[src/rtl/gcbr_pkg.sv]
// Shared constants, types and elaboration-time tables of the gamma/contrast/brightness ramp.
`timescale 1ns / 1ps
package gcbr_pkg;

  localparam int unsigned LEVELS     = 256;
  localparam int unsigned LVL_W      = 8;
  localparam int unsigned PCT_W      = 7;
  localparam int unsigned GAM_W      = 9;
  localparam int unsigned CFG_IDX_W  = 2;
  localparam int unsigned CFG_DATA_W = 9;
  localparam int unsigned OUT_W      = 16;

  localparam int unsigned LOG_FRAC   = 24;
  localparam int unsigned LOG_W      = 28;
  localparam int unsigned NUM_W      = 35;
  localparam int unsigned IP_W       = NUM_W - LOG_FRAC;
  localparam int unsigned DIV_BITS   = 5;
  localparam int unsigned DIV_STAGES = (NUM_W + DIV_BITS - 1) / DIV_BITS;
  localparam int unsigned Y_W        = 33;
  localparam int unsigned T_W        = 43;
  localparam int unsigned TC_W       = 39;
  localparam int unsigned Q_W        = 24;
  localparam int unsigned RECIP_W    = 26;
  localparam int unsigned RECIP_SH   = 32;
  localparam int unsigned EXP_ZERO_IP = 33;

  localparam int unsigned PCT_MAX = 100;
  localparam int unsigned GAM_MIN = 50;
  localparam int unsigned GAM_MAX = 300;

  localparam logic [PCT_W-1:0] BRIGHT_RST = PCT_W'(50);
  localparam logic [PCT_W-1:0] CONTR_RST  = PCT_W'(50);
  localparam logic [GAM_W-1:0] GAMMA_RST  = GAM_W'(100);

  localparam logic [TC_W-1:0]     T_MAX = TC_W'(100) << 32;
  localparam logic [55:0]         RND   = 56'(50) << 32;
  localparam logic [RECIP_W-1:0]  RECIP = RECIP_W'(42949673);

  // front-end stages, divider, exp stages plus final shift, output path
  localparam int unsigned LATENCY = 2 + DIV_STAGES + LOG_FRAC + 1 + 4;

  typedef enum logic [CFG_IDX_W-1:0] {
    CFG_BRIGHTNESS = 2'd0,
    CFG_CONTRAST   = 2'd1,
    CFG_GAMMA      = 2'd2
  } cfg_idx_e;

  typedef struct packed {
    logic valid;
    logic zero;
  } pipe_ctl_t;

  typedef logic [LOG_W-1:0] log_tbl_t [2**LVL_W];
  typedef logic [31:0]      root_tbl_t [LOG_FRAC];

  function automatic logic [63:0] isqrt64(input logic [63:0] v_in);
    logic [63:0] v;
    logic [63:0] res;
    logic [63:0] bitv;
    v   = v_in;
    res = '0;
    for (int j = 31; j >= 0; j--) begin
      bitv = 64'd1 << (2 * j);
      if (v >= res + bitv) begin
        v   = v - (res + bitv);
        res = (res >> 1) + bitv;
      end else begin
        res = res >> 1;
      end
    end
    return res;
  endfunction

  function automatic logic [LOG_W-1:0] log2_q24(input logic [63:0] n);
    logic [63:0] m;
    logic [LOG_FRAC-1:0] frac;
    int k;
    k    = 0;
    frac = '0;
    for (int j = 0; j < 31; j++) begin
      if ((n >> (j + 1)) != 0) k = j + 1;
    end
    m = n << (30 - k);
    for (int i = 0; i < LOG_FRAC; i++) begin
      m    = (m * m) >> 30;
      frac = {frac[LOG_FRAC-2:0], 1'b0};
      if (m >= (64'd1 << 31)) begin
        m       = m >> 1;
        frac[0] = 1'b1;
      end
    end
    return (LOG_W'(k) << LOG_FRAC) | LOG_W'(frac);
  endfunction

  function automatic log_tbl_t build_log_tbl();
    log_tbl_t t;
    logic [63:0] lv;
    for (int n = 0; n < 2**LVL_W; n++) begin
      lv = (n > LEVELS - 1) ? 64'(LEVELS - 1) : 64'(n);
      t[n] = (n == 0) ? '0 : log2_q24(lv);
    end
    return t;
  endfunction

  function automatic root_tbl_t build_roots();
    root_tbl_t t;
    logic [63:0] r;
    r = isqrt64(64'd1 << 63);
    for (int i = 0; i < LOG_FRAC; i++) begin
      t[i] = r[31:0];
      r    = isqrt64(r << 32);
    end
    return t;
  endfunction

  localparam log_tbl_t         LOG_TBL = build_log_tbl();
  localparam root_tbl_t        ROOTS   = build_roots();
  localparam logic [LOG_W-1:0] LOG_TOP = log2_q24(64'(LEVELS - 1));

endpackage

[src/rtl/gcbr_out.sv]
// Contrast and brightness, clamp, and rounding to the 16-bit ramp word.
`timescale 1ns / 1ps
module gcbr_out (
  input  logic                          clk_i,
  input  logic                          rst_ni,
  input  gcbr_pkg::pipe_ctl_t           ctl_i,
  input  logic [gcbr_pkg::Y_W-1:0]      y_i,
  input  logic [gcbr_pkg::PCT_W-1:0]    bright_i,
  input  logic [gcbr_pkg::PCT_W-1:0]    contr_i,
  output logic                          done_o,
  output logic [gcbr_pkg::OUT_W-1:0]    ramp_o
);
  import gcbr_pkg::*;

  logic [3:0] vld_q;

  logic signed [Y_W:0]   ydiff;
  logic signed [9:0]     c2;
  logic signed [T_W-1:0] ta_d, ta_q;
  logic [TC_W-1:0]       tc_d, tc_q;
  logic [55:0]           x;
  logic [Q_W-1:0]        q_q;
  logic [Q_W+RECIP_W-1:0] p_q;

  assign ydiff = $signed({1'b0, y_i}) - $signed({3'b001, 31'b0});
  assign c2    = $signed({2'b00, contr_i, 1'b0});
  assign ta_d  = ydiff * c2 + $signed({4'b0, bright_i, 32'b0});

  always_comb begin
    if (ta_q < 0) begin
      tc_d = '0;
    end else if (ta_q > $signed({4'b0, T_MAX})) begin
      tc_d = T_MAX;
    end else begin
      tc_d = ta_q[TC_W-1:0];
    end
  end

  assign x = {1'b0, tc_q, 16'b0} - 56'(tc_q) + RND;

  always_ff @(posedge clk_i or negedge rst_ni) begin
    if (!rst_ni) begin
      vld_q <= '0;
    end else begin
      vld_q <= {vld_q[2:0], ctl_i.valid};
    end
  end

  always_ff @(posedge clk_i) begin
    ta_q <= ta_d;
    tc_q <= tc_d;
    q_q  <= x[55:32];
    p_q  <= (Q_W+RECIP_W)'(q_q) * (Q_W+RECIP_W)'(RECIP);
  end

  assign done_o = vld_q[3];
  assign ramp_o = p_q[RECIP_SH+OUT_W-1:RECIP_SH];

endmodule

[config.mk]
export PLATFORM = sky130hd
export DESIGN_NAME = gcbr_out
export DESIGN_NICKNAME = d
export VERILOG_FILES = /design/src/rtl/gcbr_pkg.sv /design/src/rtl/gcbr_out.sv
export SDC_FILE = /design/constraint.sdc
export NUM_CORES = 1
export LEC_CHECK = 0
export BUFFER_PORTS_ARGS = -buffer_cell sky130_fd_sc_hd__buf_2
export CORE_ASPECT_RATIO = 0.8
export CORE_MARGIN = 5
export CORE_UTILIZATION = 43
export DETAILED_ROUTE_END_ITERATION = 10
export PLACE_DENSITY = 0.63
export SYNTH_ARGS = -nofsm -noshare
export SYNTH_HDL_FRONTEND = slang
export SYNTH_SLANG_ARGS = --single-unit
[constraint.sdc]
create_clock -name clk_i -period 8.3 [get_ports clk_i]
set_input_delay 1.245 -clock clk_i [delete_from_list [all_inputs] [get_ports clk_i]]
set_output_delay 1.245 -clock clk_i [all_outputs]
set_load 0.01 [all_outputs]
==> results.py <==
metrics = {
    "logic_synthesis": {
        "synth_seq_cells": 124,
        "synthesis.area_um2": 22100,
        "synthesis.area_per_instance_um2": 9.70,
        "synth_enable_flop_cells": 0,
        "netlist.area_leader.share_pct": 34.1,
        "synthesis.nets": 3107,
        "synth.yosys.seq_area_share_pct": 11.3,
        "synthDistinctLibCells": 58,
        "dominantRegCellSynth": "sky130_fd_sc_hd__dfxtp_1",
        "yosys_warns": 0,
        "asyncSetResetFlopFracSynth_pct": 3.23,
        "synth_top_cell_by_area": "sky130_fd_sc_hd__fa_1",
        "post_synth_main_area_contributors": "sky130_fd_sc_hd__fa_1 34%, sky130_fd_sc_hd__ha_1 22%, sky130_fd_sc_hd__dfxtp_1 11%, sky130_fd_sc_hd__inv_1 9.6%, sky130_fd_sc_hd__and2_1 6.2%",
        "gate_count_of_the_mapped_netlist": 2283,
    },
    "worst_setup_path": {
        "setup.reg_to_reg.worst_slack_ps": 590,
        "timing.critical_path.required_ps": 8670,
        "endpoint_kind": "flip-flop",
        "startpoint_type": "flip-flop",
        "worst_r2r_endpoint": "p_q[45]$_DFF_P_",
        "worst-endpoint-arrival_ps": 8080,
        "reg2regPathDepth": 24,
        "worstReg2RegStart": "q_q[7]$_DFF_P_",
        "maximum_fanout_count_along_the_critical_path": 9,
        "class_of_the_most_critical_setup_path": "flip-flop to flip-flop",
    },
    "layout": {
        "most_common_library_cell_in_the_layout_ignoring_fill_and_taps": "sky130_fd_sc_hd__inv_1",
        "top_library_cells_by_usage_in_the_layout_fill_and_taps_aside": "565 x sky130_fd_sc_hd__inv_1, 396 x sky130_fd_sc_hd__ha_1, 377 x sky130_fd_sc_hd__fa_1",
        "layout_cells_sized_above_1_pct": 5.45,
        "layout.nets": 3179,
        "antenna-diode-count": 0,
        "syn2layout_area_growth_pct": 8.19,
    },
    "sta": {
        "timing_max_transition_violations_final": 0,
        "worst_slew_margin_rel_pct": 53.5,
        "finalWorstPathRequiredPeriod_ps": 7710,
        "final_min_period_over_clock_period_pct": 92.8,
        "finalHoldViolCount": 0,
        "tightest_slew_ps": 680,
        "setup-violations-final": 0,
        "totalNegativeSetupSlack_ps": 0,
        "worst_slack_ps": 595,
        "fin_worst_skew_ps": 16.1,
        "clock.fmax_ghz": 0.130,
        "timing.hold.ws_ps": 350,
        "rsz0062_at_grt": "no",
    },
    "global_routing": {
        "grt_start_max_net_pins": 36,
        "grt_pass1_wl_mm": 83.9,
        "global_route.overflow_total": 0,
        "antenna_found_initial": 0,
        "grt_pass1_vias": 16600,
        "track_usage_pct": 18.2,
    },
    "drt": {
        "post_drt_wl_per_cell_um": 15.9,
        "post-route-drc-count": 0,
        "route.antenna.remaining_nets": 0,
        "dr_total_vias": 15100,
        "drt_first_pass_iters": 5,
        "drt-initial-drc-count": 613,
        "avgViaCountPerCell": 4.94,
        "route.final.wire_length_mm": 48.6,
    },
    "clock_tree": {
        "cts_tree": "yes",
        "clk_lat_worst_skew_ps": 430,
        "tritoncts.num_buffers": 17,
        "cts_resized": 0,
        "htree_levels": 4,
        "clk_pin_slew_ps": 70,
        "post-cts-setup-buffers": 0,
        "cts_hold_buffers": 0,
        "clock-sinks": 124,
        "max-clock-path-buffers": 2,
        "clock_tree.root_cell": "sky130_fd_sc_hd__clkbuf_16",
    },
    "die": {
        "dieArea_um2": 56200,
        "horizontal_die_dimension_um": 264,
        "ios": 68,
        "std_cell_rows": 74,
        "dieHeight_um": 213,
        "start_util_pct": 43.4,
        "core_region_area_um2": 51000,
    },
    "worst_hold_path": {
        "min_from": "vld_q[2]$_DFF_PN0_",
        "min_to": "vld_q[3]$_DFF_PN0_",
        "hold_class": "flip-flop to flip-flop",
        "hold_path_depth": 0,
    },
    "status": {
        "status": "finished, final reports clean",
    },
    "job": {
        "max_cap_violations": 0,
    },
    "place": {
        "worst_setup_slack_post_dpl_ps": 128,
        "finalWeightedCongestion": 0.909,
        "dpl.hpwl_mm": 42.2,
        "buffer_ports.inserted": 66,
    },
}
[sequential cells by signal, indices dropped and copies added, names as in the netlist]
register / count
vld_q: 4
ta_q: 42
p_q: 16
q_q: 24
tc_q: 38
[metrics by stage]
stage / area, um2 / utilization [%] / instances
floorplan: 22100 / - / 2283
global route: 24000 / 47.0 / 3052
CTS: 24000 / 47.0 / 3052
detailed placement: 23300 / 45.8 / 3020
finish: 24000 / 47.0 / 3052
global placement: 23300 / 45.8 / 3020
[cell usage after synthesis, drive strengths merged (25+ instances only)]
cell type  number
a21o           48
a21oi          73
and2          220
clkbuf         31
dfxtp         120
fa            377
ha            396
inv           565
nand2          86
nor2           47
o21ai          37
xnor2          55
xor2           25
[worst max-delay path, stage by stage, from the launching register on]
cell and delay (ps):
sky130_fd_sc_hd__dfxtp_1 700, sky130_fd_sc_hd__fa_1 610, sky130_fd_sc_hd__fa_1 530, sky130_fd_sc_hd__inv_1 50, sky130_fd_sc_hd__fa_1 460, sky130_fd_sc_hd__fa_1 510
sky130_fd_sc_hd__inv_1 50, sky130_fd_sc_hd__fa_1 450, sky130_fd_sc_hd__fa_1 510, sky130_fd_sc_hd__inv_1 40, sky130_fd_sc_hd__fa_1 470, sky130_fd_sc_hd__inv_1 40
sky130_fd_sc_hd__ha_1 300, sky130_fd_sc_hd__nand2_1 60, sky130_fd_sc_hd__nor3_1 520, sky130_fd_sc_hd__nand4_1 260, sky130_fd_sc_hd__nor3_1 490, sky130_fd_sc_hd__o41ai_2 210
sky130_fd_sc_hd__o21ai_1 160, sky130_fd_sc_hd__buf_4 170, sky130_fd_sc_hd__nand2_1 70, sky130_fd_sc_hd__o2bb2ai_1 220, sky130_fd_sc_hd__o31ai_1 430, sky130_fd_sc_hd__a211o_1 180
sky130_fd_sc_hd__and3_1 150
[cell families after synthesis]
kind of cell               synth area share, %
muxes                                   0.0452
adders and majority gates                 56.5
buffers and inverters                     10.1
and+or+nand+nor                           11.7
DFF                                       11.3
AOI/OAI and AO/OA                         7.15
xor gates and xnor gates                  3.27
[worst max-delay path by stage]
stage,from,end,slack (ps),cells past startpoint
3_5_place_dp,contr_i[3],ta_q[42]$_DFF_P_,130,30
6_report,q_q[7]$_DFF_P_,p_q[45]$_DFF_P_,590,24
2_1_floorplan,contr_i[4],ta_q[42]$_DFF_P_,580,30
5_1_grt,contr_i[4],ta_q[42]$_DFF_P_,120,30
4_1_cts,contr_i[3],ta_q[42]$_DFF_P_,570,30
3_3_place_gp,contr_i[3],ta_q[42]$_DFF_P_,240,30
[cell type report]
type | count | area [um2]
Inverter | 565 | 2120
Tap cell | 684 | 856
Multi-Input combinational cell | 1563 | 17400
Clock buffer | 18 | 439
Fill cell | 4801 | 27100
Sequential cell | 124 | 2500
Timing Repair Buffer | 84 | 465
Clock inverter | 14 | 169
[layer usage]
layer / GRT usage (%) / wire length [um] / up-vias
met5: 0 / 0 / -
met3: 2.49 / 2170 / 31
met4: 2.60 / 437 / 0
li1: - / - / 7269
met2: 30.6 / 22400 / 265
met1: 26.0 / 23600 / 7516
Power is not shown: default switching activity piles up to over one toggle a cycle in this logic, so the estimate is an artifact.
