### src/rtl/gcbr_pkg.sv
// Shared constants, types and elaboration-time tables of the gamma/contrast/brightness ramp.
`timescale 1ns / 1ps
package gcbr_pkg;

  localparam int unsigned LEVELS     = 256;
  localparam int unsigned LVL_W      = 8;
  localparam int unsigned PCT_W      = 7;
  localparam int unsigned GAM_W      = 9;
  localparam int unsigned CFG_IDX_W  = 2;
  localparam int unsigned CFG_DATA_W = 9;
  localparam int unsigned OUT_W      = 16;

  localparam int unsigned LOG_FRAC   = 24;
  localparam int unsigned LOG_W      = 28;
  localparam int unsigned NUM_W      = 35;
  localparam int unsigned IP_W       = NUM_W - LOG_FRAC;
  localparam int unsigned DIV_BITS   = 5;
  localparam int unsigned DIV_STAGES = (NUM_W + DIV_BITS - 1) / DIV_BITS;
  localparam int unsigned Y_W        = 33;
  localparam int unsigned T_W        = 43;
  localparam int unsigned TC_W       = 39;
  localparam int unsigned Q_W        = 24;
  localparam int unsigned RECIP_W    = 26;
  localparam int unsigned RECIP_SH   = 32;
  localparam int unsigned EXP_ZERO_IP = 33;

  localparam int unsigned PCT_MAX = 100;
  localparam int unsigned GAM_MIN = 50;
  localparam int unsigned GAM_MAX = 300;

  localparam logic [PCT_W-1:0] BRIGHT_RST = PCT_W'(50);
  localparam logic [PCT_W-1:0] CONTR_RST  = PCT_W'(50);
  localparam logic [GAM_W-1:0] GAMMA_RST  = GAM_W'(100);

  localparam logic [TC_W-1:0]     T_MAX = TC_W'(100) << 32;
  localparam logic [55:0]         RND   = 56'(50) << 32;
  localparam logic [RECIP_W-1:0]  RECIP = RECIP_W'(42949673);

  // front-end stages, divider, exp stages plus final shift, output path
  localparam int unsigned LATENCY = 2 + DIV_STAGES + LOG_FRAC + 1 + 4;

  typedef enum logic [CFG_IDX_W-1:0] {
    CFG_BRIGHTNESS = 2'd0,
    CFG_CONTRAST   = 2'd1,
    CFG_GAMMA      = 2'd2
  } cfg_idx_e;

  typedef struct packed {
    logic valid;
    logic zero;
  } pipe_ctl_t;

  typedef logic [LOG_W-1:0] log_tbl_t [2**LVL_W];
  typedef logic [31:0]      root_tbl_t [LOG_FRAC];

  function automatic logic [63:0] isqrt64(input logic [63:0] v_in);
    logic [63:0] v;
    logic [63:0] res;
    logic [63:0] bitv;
    v   = v_in;
    res = '0;
    for (int j = 31; j >= 0; j--) begin
      bitv = 64'd1 << (2 * j);
      if (v >= res + bitv) begin
        v   = v - (res + bitv);
        res = (res >> 1) + bitv;
      end else begin
        res = res >> 1;
      end
    end
    return res;
  endfunction

  function automatic logic [LOG_W-1:0] log2_q24(input logic [63:0] n);
    logic [63:0] m;
    logic [LOG_FRAC-1:0] frac;
    int k;
    k    = 0;
    frac = '0;
    for (int j = 0; j < 31; j++) begin
      if ((n >> (j + 1)) != 0) k = j + 1;
    end
    m = n << (30 - k);
    for (int i = 0; i < LOG_FRAC; i++) begin
      m    = (m * m) >> 30;
      frac = {frac[LOG_FRAC-2:0], 1'b0};
      if (m >= (64'd1 << 31)) begin
        m       = m >> 1;
        frac[0] = 1'b1;
      end
    end
    return (LOG_W'(k) << LOG_FRAC) | LOG_W'(frac);
  endfunction

  function automatic log_tbl_t build_log_tbl();
    log_tbl_t t;
    logic [63:0] lv;
    for (int n = 0; n < 2**LVL_W; n++) begin
      lv = (n > LEVELS - 1) ? 64'(LEVELS - 1) : 64'(n);
      t[n] = (n == 0) ? '0 : log2_q24(lv);
    end
    return t;
  endfunction

  function automatic root_tbl_t build_roots();
    root_tbl_t t;
    logic [63:0] r;
    r = isqrt64(64'd1 << 63);
    for (int i = 0; i < LOG_FRAC; i++) begin
      t[i] = r[31:0];
      r    = isqrt64(r << 32);
    end
    return t;
  endfunction

  localparam log_tbl_t         LOG_TBL = build_log_tbl();
  localparam root_tbl_t        ROOTS   = build_roots();
  localparam logic [LOG_W-1:0] LOG_TOP = log2_q24(64'(LEVELS - 1));

endpackage

### src/rtl/gcbr_div.sv
// Pipelined restoring divider: exponent numerator over gamma, DIV_BITS quotient bits per stage.
`timescale 1ns / 1ps
module gcbr_div (
  input  logic                          clk_i,
  input  logic                          rst_ni,
  input  logic [gcbr_pkg::GAM_W-1:0]    gam_i,
  input  gcbr_pkg::pipe_ctl_t           ctl_i,
  input  logic [gcbr_pkg::NUM_W-1:0]    num_i,
  output gcbr_pkg::pipe_ctl_t           ctl_o,
  output logic [gcbr_pkg::NUM_W-1:0]    quo_o
);
  import gcbr_pkg::*;

  pipe_ctl_t        ctl_q [DIV_STAGES];
  logic [NUM_W-1:0] num_q [DIV_STAGES];
  logic [GAM_W-1:0] rem_q [DIV_STAGES];

  for (genvar s = 0; s < DIV_STAGES; s++) begin : g_stage
    pipe_ctl_t        ctl_in;
    logic [NUM_W-1:0] num_in, num_d;
    logic [GAM_W-1:0] rem_in, rem_d;

    if (s == 0) begin : g_first
      assign ctl_in = ctl_i;
      assign num_in = num_i;
      assign rem_in = '0;
    end else begin : g_next
      assign ctl_in = ctl_q[s-1];
      assign num_in = num_q[s-1];
      assign rem_in = rem_q[s-1];
    end

    always_comb begin
      logic [GAM_W:0] trial;
      num_d = num_in;
      rem_d = rem_in;
      for (int j = 0; j < DIV_BITS; j++) begin
        if (s * DIV_BITS + j < NUM_W) begin
          trial = {rem_d, num_d[NUM_W-1]};
          num_d = {num_d[NUM_W-2:0], 1'b0};
          if (trial >= {1'b0, gam_i}) begin
            trial    = trial - {1'b0, gam_i};
            num_d[0] = 1'b1;
          end
          rem_d = trial[GAM_W-1:0];
        end
      end
    end

    always_ff @(posedge clk_i or negedge rst_ni) begin
      if (!rst_ni) begin
        ctl_q[s] <= '0;
      end else begin
        ctl_q[s] <= ctl_in;
      end
    end

    always_ff @(posedge clk_i) begin
      num_q[s] <= num_d;
      rem_q[s] <= rem_d;
    end
  end

  assign ctl_o = ctl_q[DIV_STAGES-1];
  assign quo_o = num_q[DIV_STAGES-1];

endmodule

### config.mk
export PLATFORM = sky130hd
export DESIGN_NAME = gcbr_div
export DESIGN_NICKNAME = d
export VERILOG_FILES = /design/src/rtl/gcbr_pkg.sv /design/src/rtl/gcbr_div.sv
export SDC_FILE = /design/constraint.sdc
export NUM_CORES = 1
export LEC_CHECK = 0
export ABC_AREA = 1
export BUFFER_PORTS_ARGS = -buffer_cell sky130_fd_sc_hd__buf_2
export CORE_MARGIN = 1
export CORE_UTILIZATION = 30
export CTS_CLUSTER_DIAMETER = 80
export DETAILED_ROUTE_END_ITERATION = 7
export PLACE_DENSITY = 0.54
export SLEW_MARGIN = 20
export SYNTH_ARGS = -nofsm -noshare
export SYNTH_HDL_FRONTEND = slang
export SYNTH_SLANG_ARGS = --single-unit
### constraint.sdc
create_clock -name clk_i -period 8.91 [get_ports clk_i]
set_input_delay 1.782 -clock clk_i [delete_from_list [all_inputs] [get_ports clk_i]]
set_output_delay 1.782 -clock clk_i [all_outputs]
set_load 0.02 [all_outputs]
==> impl_metrics.env <==
export IMPL_run_status="finished, final reports clean"
export IMPL_post_route_util_pct=48.80
export IMPL_tritoncts="built"
export IMPL_starting_density_pct=30.33
export IMPL_post_synth_edffs=0
export IMPL_grt_setup_unrepaired="true"
export IMPL_io_buffer_count=84
export IMPL_synth_largest_type_area_fraction_pct=24.98
export IMPL_worst_slew_pin_transition_ns=0.4547
export IMPL_postCtsHoldBufs=0
export IMPL_maxCapViolCount=0
export IMPL_cts_max_path_buffers=3
export IMPL_cp_arrival_ns=9.27
export IMPL_ys_seq_elements=313
export IMPL_period_minus_slack_ns=8.774
export IMPL_post_synthesis_instance_area_um2=23960
export IMPL_design_die_area_um2=81010
export IMPL_drive_above_1_share_pct=43.71
export IMPL_num_vias=25020
export IMPL_detail_route_antenna_nets=0
export IMPL_placeableCoreArea_um2=79000
export IMPL_clkTransAtPathRegs_ns=0.06
export IMPL_die_height_um=284.6
export IMPL_first_global_vias=23290
export IMPL_max_slew_margin_rel_pct=69.49
export IMPL_synthesis_nets=3665
export IMPL_timing_critical_path_fanout_max=8
export IMPL_drc=0
export IMPL_final_max_slew_viol_count=0
export IMPL_gp_congestion=0.8967
export IMPL_critPathLaunchType="input port"
export IMPL_fin_worst_skew_ns=0.01032
export IMPL_ys_async_sr_fraction_pct=4.473
export IMPL_critPathSlowestCell="fa_2"
export IMPL_primary_ff_master_synth="dfxtp_1"
export IMPL_cts_h_tree_depth=2
export IMPL_area_growth_pct=60.88
export IMPL_grt_start_max_net_pins=16
export IMPL_floorplan_rows=103
export IMPL_cp_slowest_stage_delay_ns=0.43
export IMPL_finalNetCount=4827
export IMPL_synth_cell_type_count=49
export IMPL_drt_vias_per_instance=4.536
export IMPL_ys_seq_area_share_pct=26.44
export IMPL_global_route_wire_length_before_repair_um=117400
export IMPL_path_class="in2reg"
export IMPL_nFillCells=7621
export IMPL_synth_yosys_warnings=0
export IMPL_achievable_frequency_ghz=0.1140
export IMPL_chipWidth_um=284.6
export IMPL_routedWlPerCell_um=14.06
export IMPL_synth_largest_area_cell="dfxtp_1"
export IMPL_setup_viol=0
export IMPL_synth_top_cells_by_area="dfxtp_1, ha_1, nand2_1"
export IMPL_detailed_place_hpwl_um=58550
export IMPL_initialDrtViolationCount=1055
export IMPL_critical_path_sink_type="flip-flop"
export IMPL_antenna_violations_before_repair=0
export IMPL_cts_made_buffers=41
export IMPL_clockRootBuffer="clkbuf_16"
export IMPL_crit_required_ns=9.41
export IMPL_cts_num_sinks=313
export IMPL_clkLatencyLatePin_ns=0.56
export IMPL_top_post_synthesis_cells_by_count="nand2_1, inv_1, ha_1"
export IMPL_drt_pass1_iterations=6
export IMPL_yosys_cell_count_top_type="nand2_1"
export IMPL_antennaDiodeCount=0
export IMPL_drt_wl_total_um=77570
export IMPL_netlist_instances=3276
export IMPL_global_route_usage_over_all_layers_pct=17.90
export IMPL_final_period_utilization_pct=98.48
export IMPL_final_count_of_hold_timing_violations=0
export IMPL_crit_top_cell="a21oi_4"
export IMPL_timing_hold_worst_class="reg2reg"
export IMPL_num_io_pins=85
export IMPL_globalRoute_totalOverflow=0
export IMPL_syn_area_per_cell_um2=7.314
-- area by class of cell --
class	instances	area (µm²)	area share, %
clock buffers	49	1096	2.843
clock inverters	22	260.3	0.6751
inverters	413	1574	4.083
multi-input cells	2532	19200	49.80
flip-flops and latches	313	6336	16.44
well taps	1050	1314	3.408
repair buffers	1137	8773	22.76
-- placed cells by master, fill, tap and decap left out, types with 12 or more instances in the layout --
| cell | Yosys | layout |
|---|---|---|
| buf_2 | 5 | 81 |
| o21ai_1 | 19 | 39 |
| o211ai_1 | 15 | 15 |
| o21ai_0 | 106 | 39 |
| nor2_2 | 10 | 15 |
| inv_1 | 408 | 373 |
| dfxtp_1 | 299 | 299 |
| or2_2 | 14 | 14 |
| o21ai_4 | 0 | 12 |
| a31oi_1 | 21 | 20 |
| nand3_2 | 25 | 87 |
| ha_1 | 308 | 208 |
| nand3_4 | 17 | 32 |
| buf_6 | 12 | 32 |
| nand2_2 | 42 | 197 |
| fa_2 | 0 | 27 |
| nor2_1 | 122 | 113 |
| inv_2 | 5 | 32 |
| a21oi_2 | 15 | 66 |
| nand2_4 | 13 | 41 |
| nor2_4 | 11 | 17 |
| ha_4 | 0 | 98 |
| o21bai_1 | 16 | 12 |
| nand2_1 | 977 | 794 |
| xor2_1 | 126 | 126 |
| nand3_1 | 256 | 184 |
| xnor2_1 | 71 | 71 |
| nand4_1 | 43 | 43 |
| o21ai_2 | 1 | 36 |
| buf_12 | 0 | 19 |
| clkbuf_16 | 0 | 44 |
| a21oi_4 | 10 | 28 |
| a21oi_1 | 181 | 115 |
| dfrtp_1 | 14 | 14 |
| nor3_1 | 31 | 19 |
| buf_4 | 12 | 996 |
-- registers in the layout, summed over array words and instances, names as in the netlist --
name   count
ctl_o      2
ctl_q     12
num_q    245
rem_q     54
-- per-stage QoR --
| stage | cells | setup TNS [ns] | hold slack (ns) | setup slack (ns) | cell area, µm² |
|---|---|---|---|---|---|
| floorplan | 3276 | -49.34 | 0.3096 | -0.9269 | 24710 |
| global placement | 5288 | -47.09 | 0.3100 | -1.332 | 33120 |
| detailed placement | 5288 | -48.88 | 0.3121 | -1.304 | 33120 |
| CTS | 5388 | 0 | 0.3199 | 0.002200 | 34840 |
| global route | 5516 | -10.03 | 0.3266 | -0.3100 | 38550 |
| finish | 5516 | 0 | 0.3190 | 0.1357 | 38550 |
-- cell families after synthesis --
group	Yosys count	share of synthesized area, %
buffers and inverters	442	7.514
adder cells (fa/ha/maj)	341	18.84
XOR/XNOR	197	7.201
AND/OR/NAND/NOR	1571	29.78
flip-flops	313	26.44
AO/OA/AOI/OAI	412	10.22
-- worst max-delay path: cells and delay by family --
| kind | cells | cell delay [ns] |
|---|---|---|
| AO/OA/AOI/OAI | 16 | 2.57 |
| AND/OR/NAND/NOR | 20 | 1.82 |
| buffers and inverters | 14 | 1.71 |
| adder cells (fa/ha/maj) | 5 | 1.34 |
-- metal layers --
metal	wire length, µm	up-vias	track usage [%]
met4	2110	0	5.551
met2	36920	315	30.02
met5	0	-	0
li1	-	13090	-
met1	36030	11510	23.61
met3	2504	104	2.392
-- timing repair --
item / 4_1_cts / 5_1_grt
gates resized for setup: 30 / 598
pin swaps: 16 / 275
cloned: 3 / 11
hold endpoints to repair: 0 / 0
setup buffers: 28 / 117
setup endpoints to repair: 48 / 61
-- path summary, 6_finish.rpt --
kind / from / endpoint / slack (ns) / cells past startpoint
hold reg to reg: num_q[5][27] / num_q[6][32] / 0.32 / 0
max in group asynchronous: rst_ni / ctl_o[1] / 7.57 / 1
setup / recovery: gam_i[1] / rem_q[5][8] / 0.14 / 55
min in group asynchronous: rst_ni / ctl_q[3] / 1.11 / 1
hold / removal: num_q[5][27] / num_q[6][32] / 0.32 / 0
setup reg to reg: num_q[3][34] / rem_q[4][7] / 1.25 / 57
Power is not shown: default switching activity piles up to over one toggle a cycle in this logic, so the estimate is an artifact.
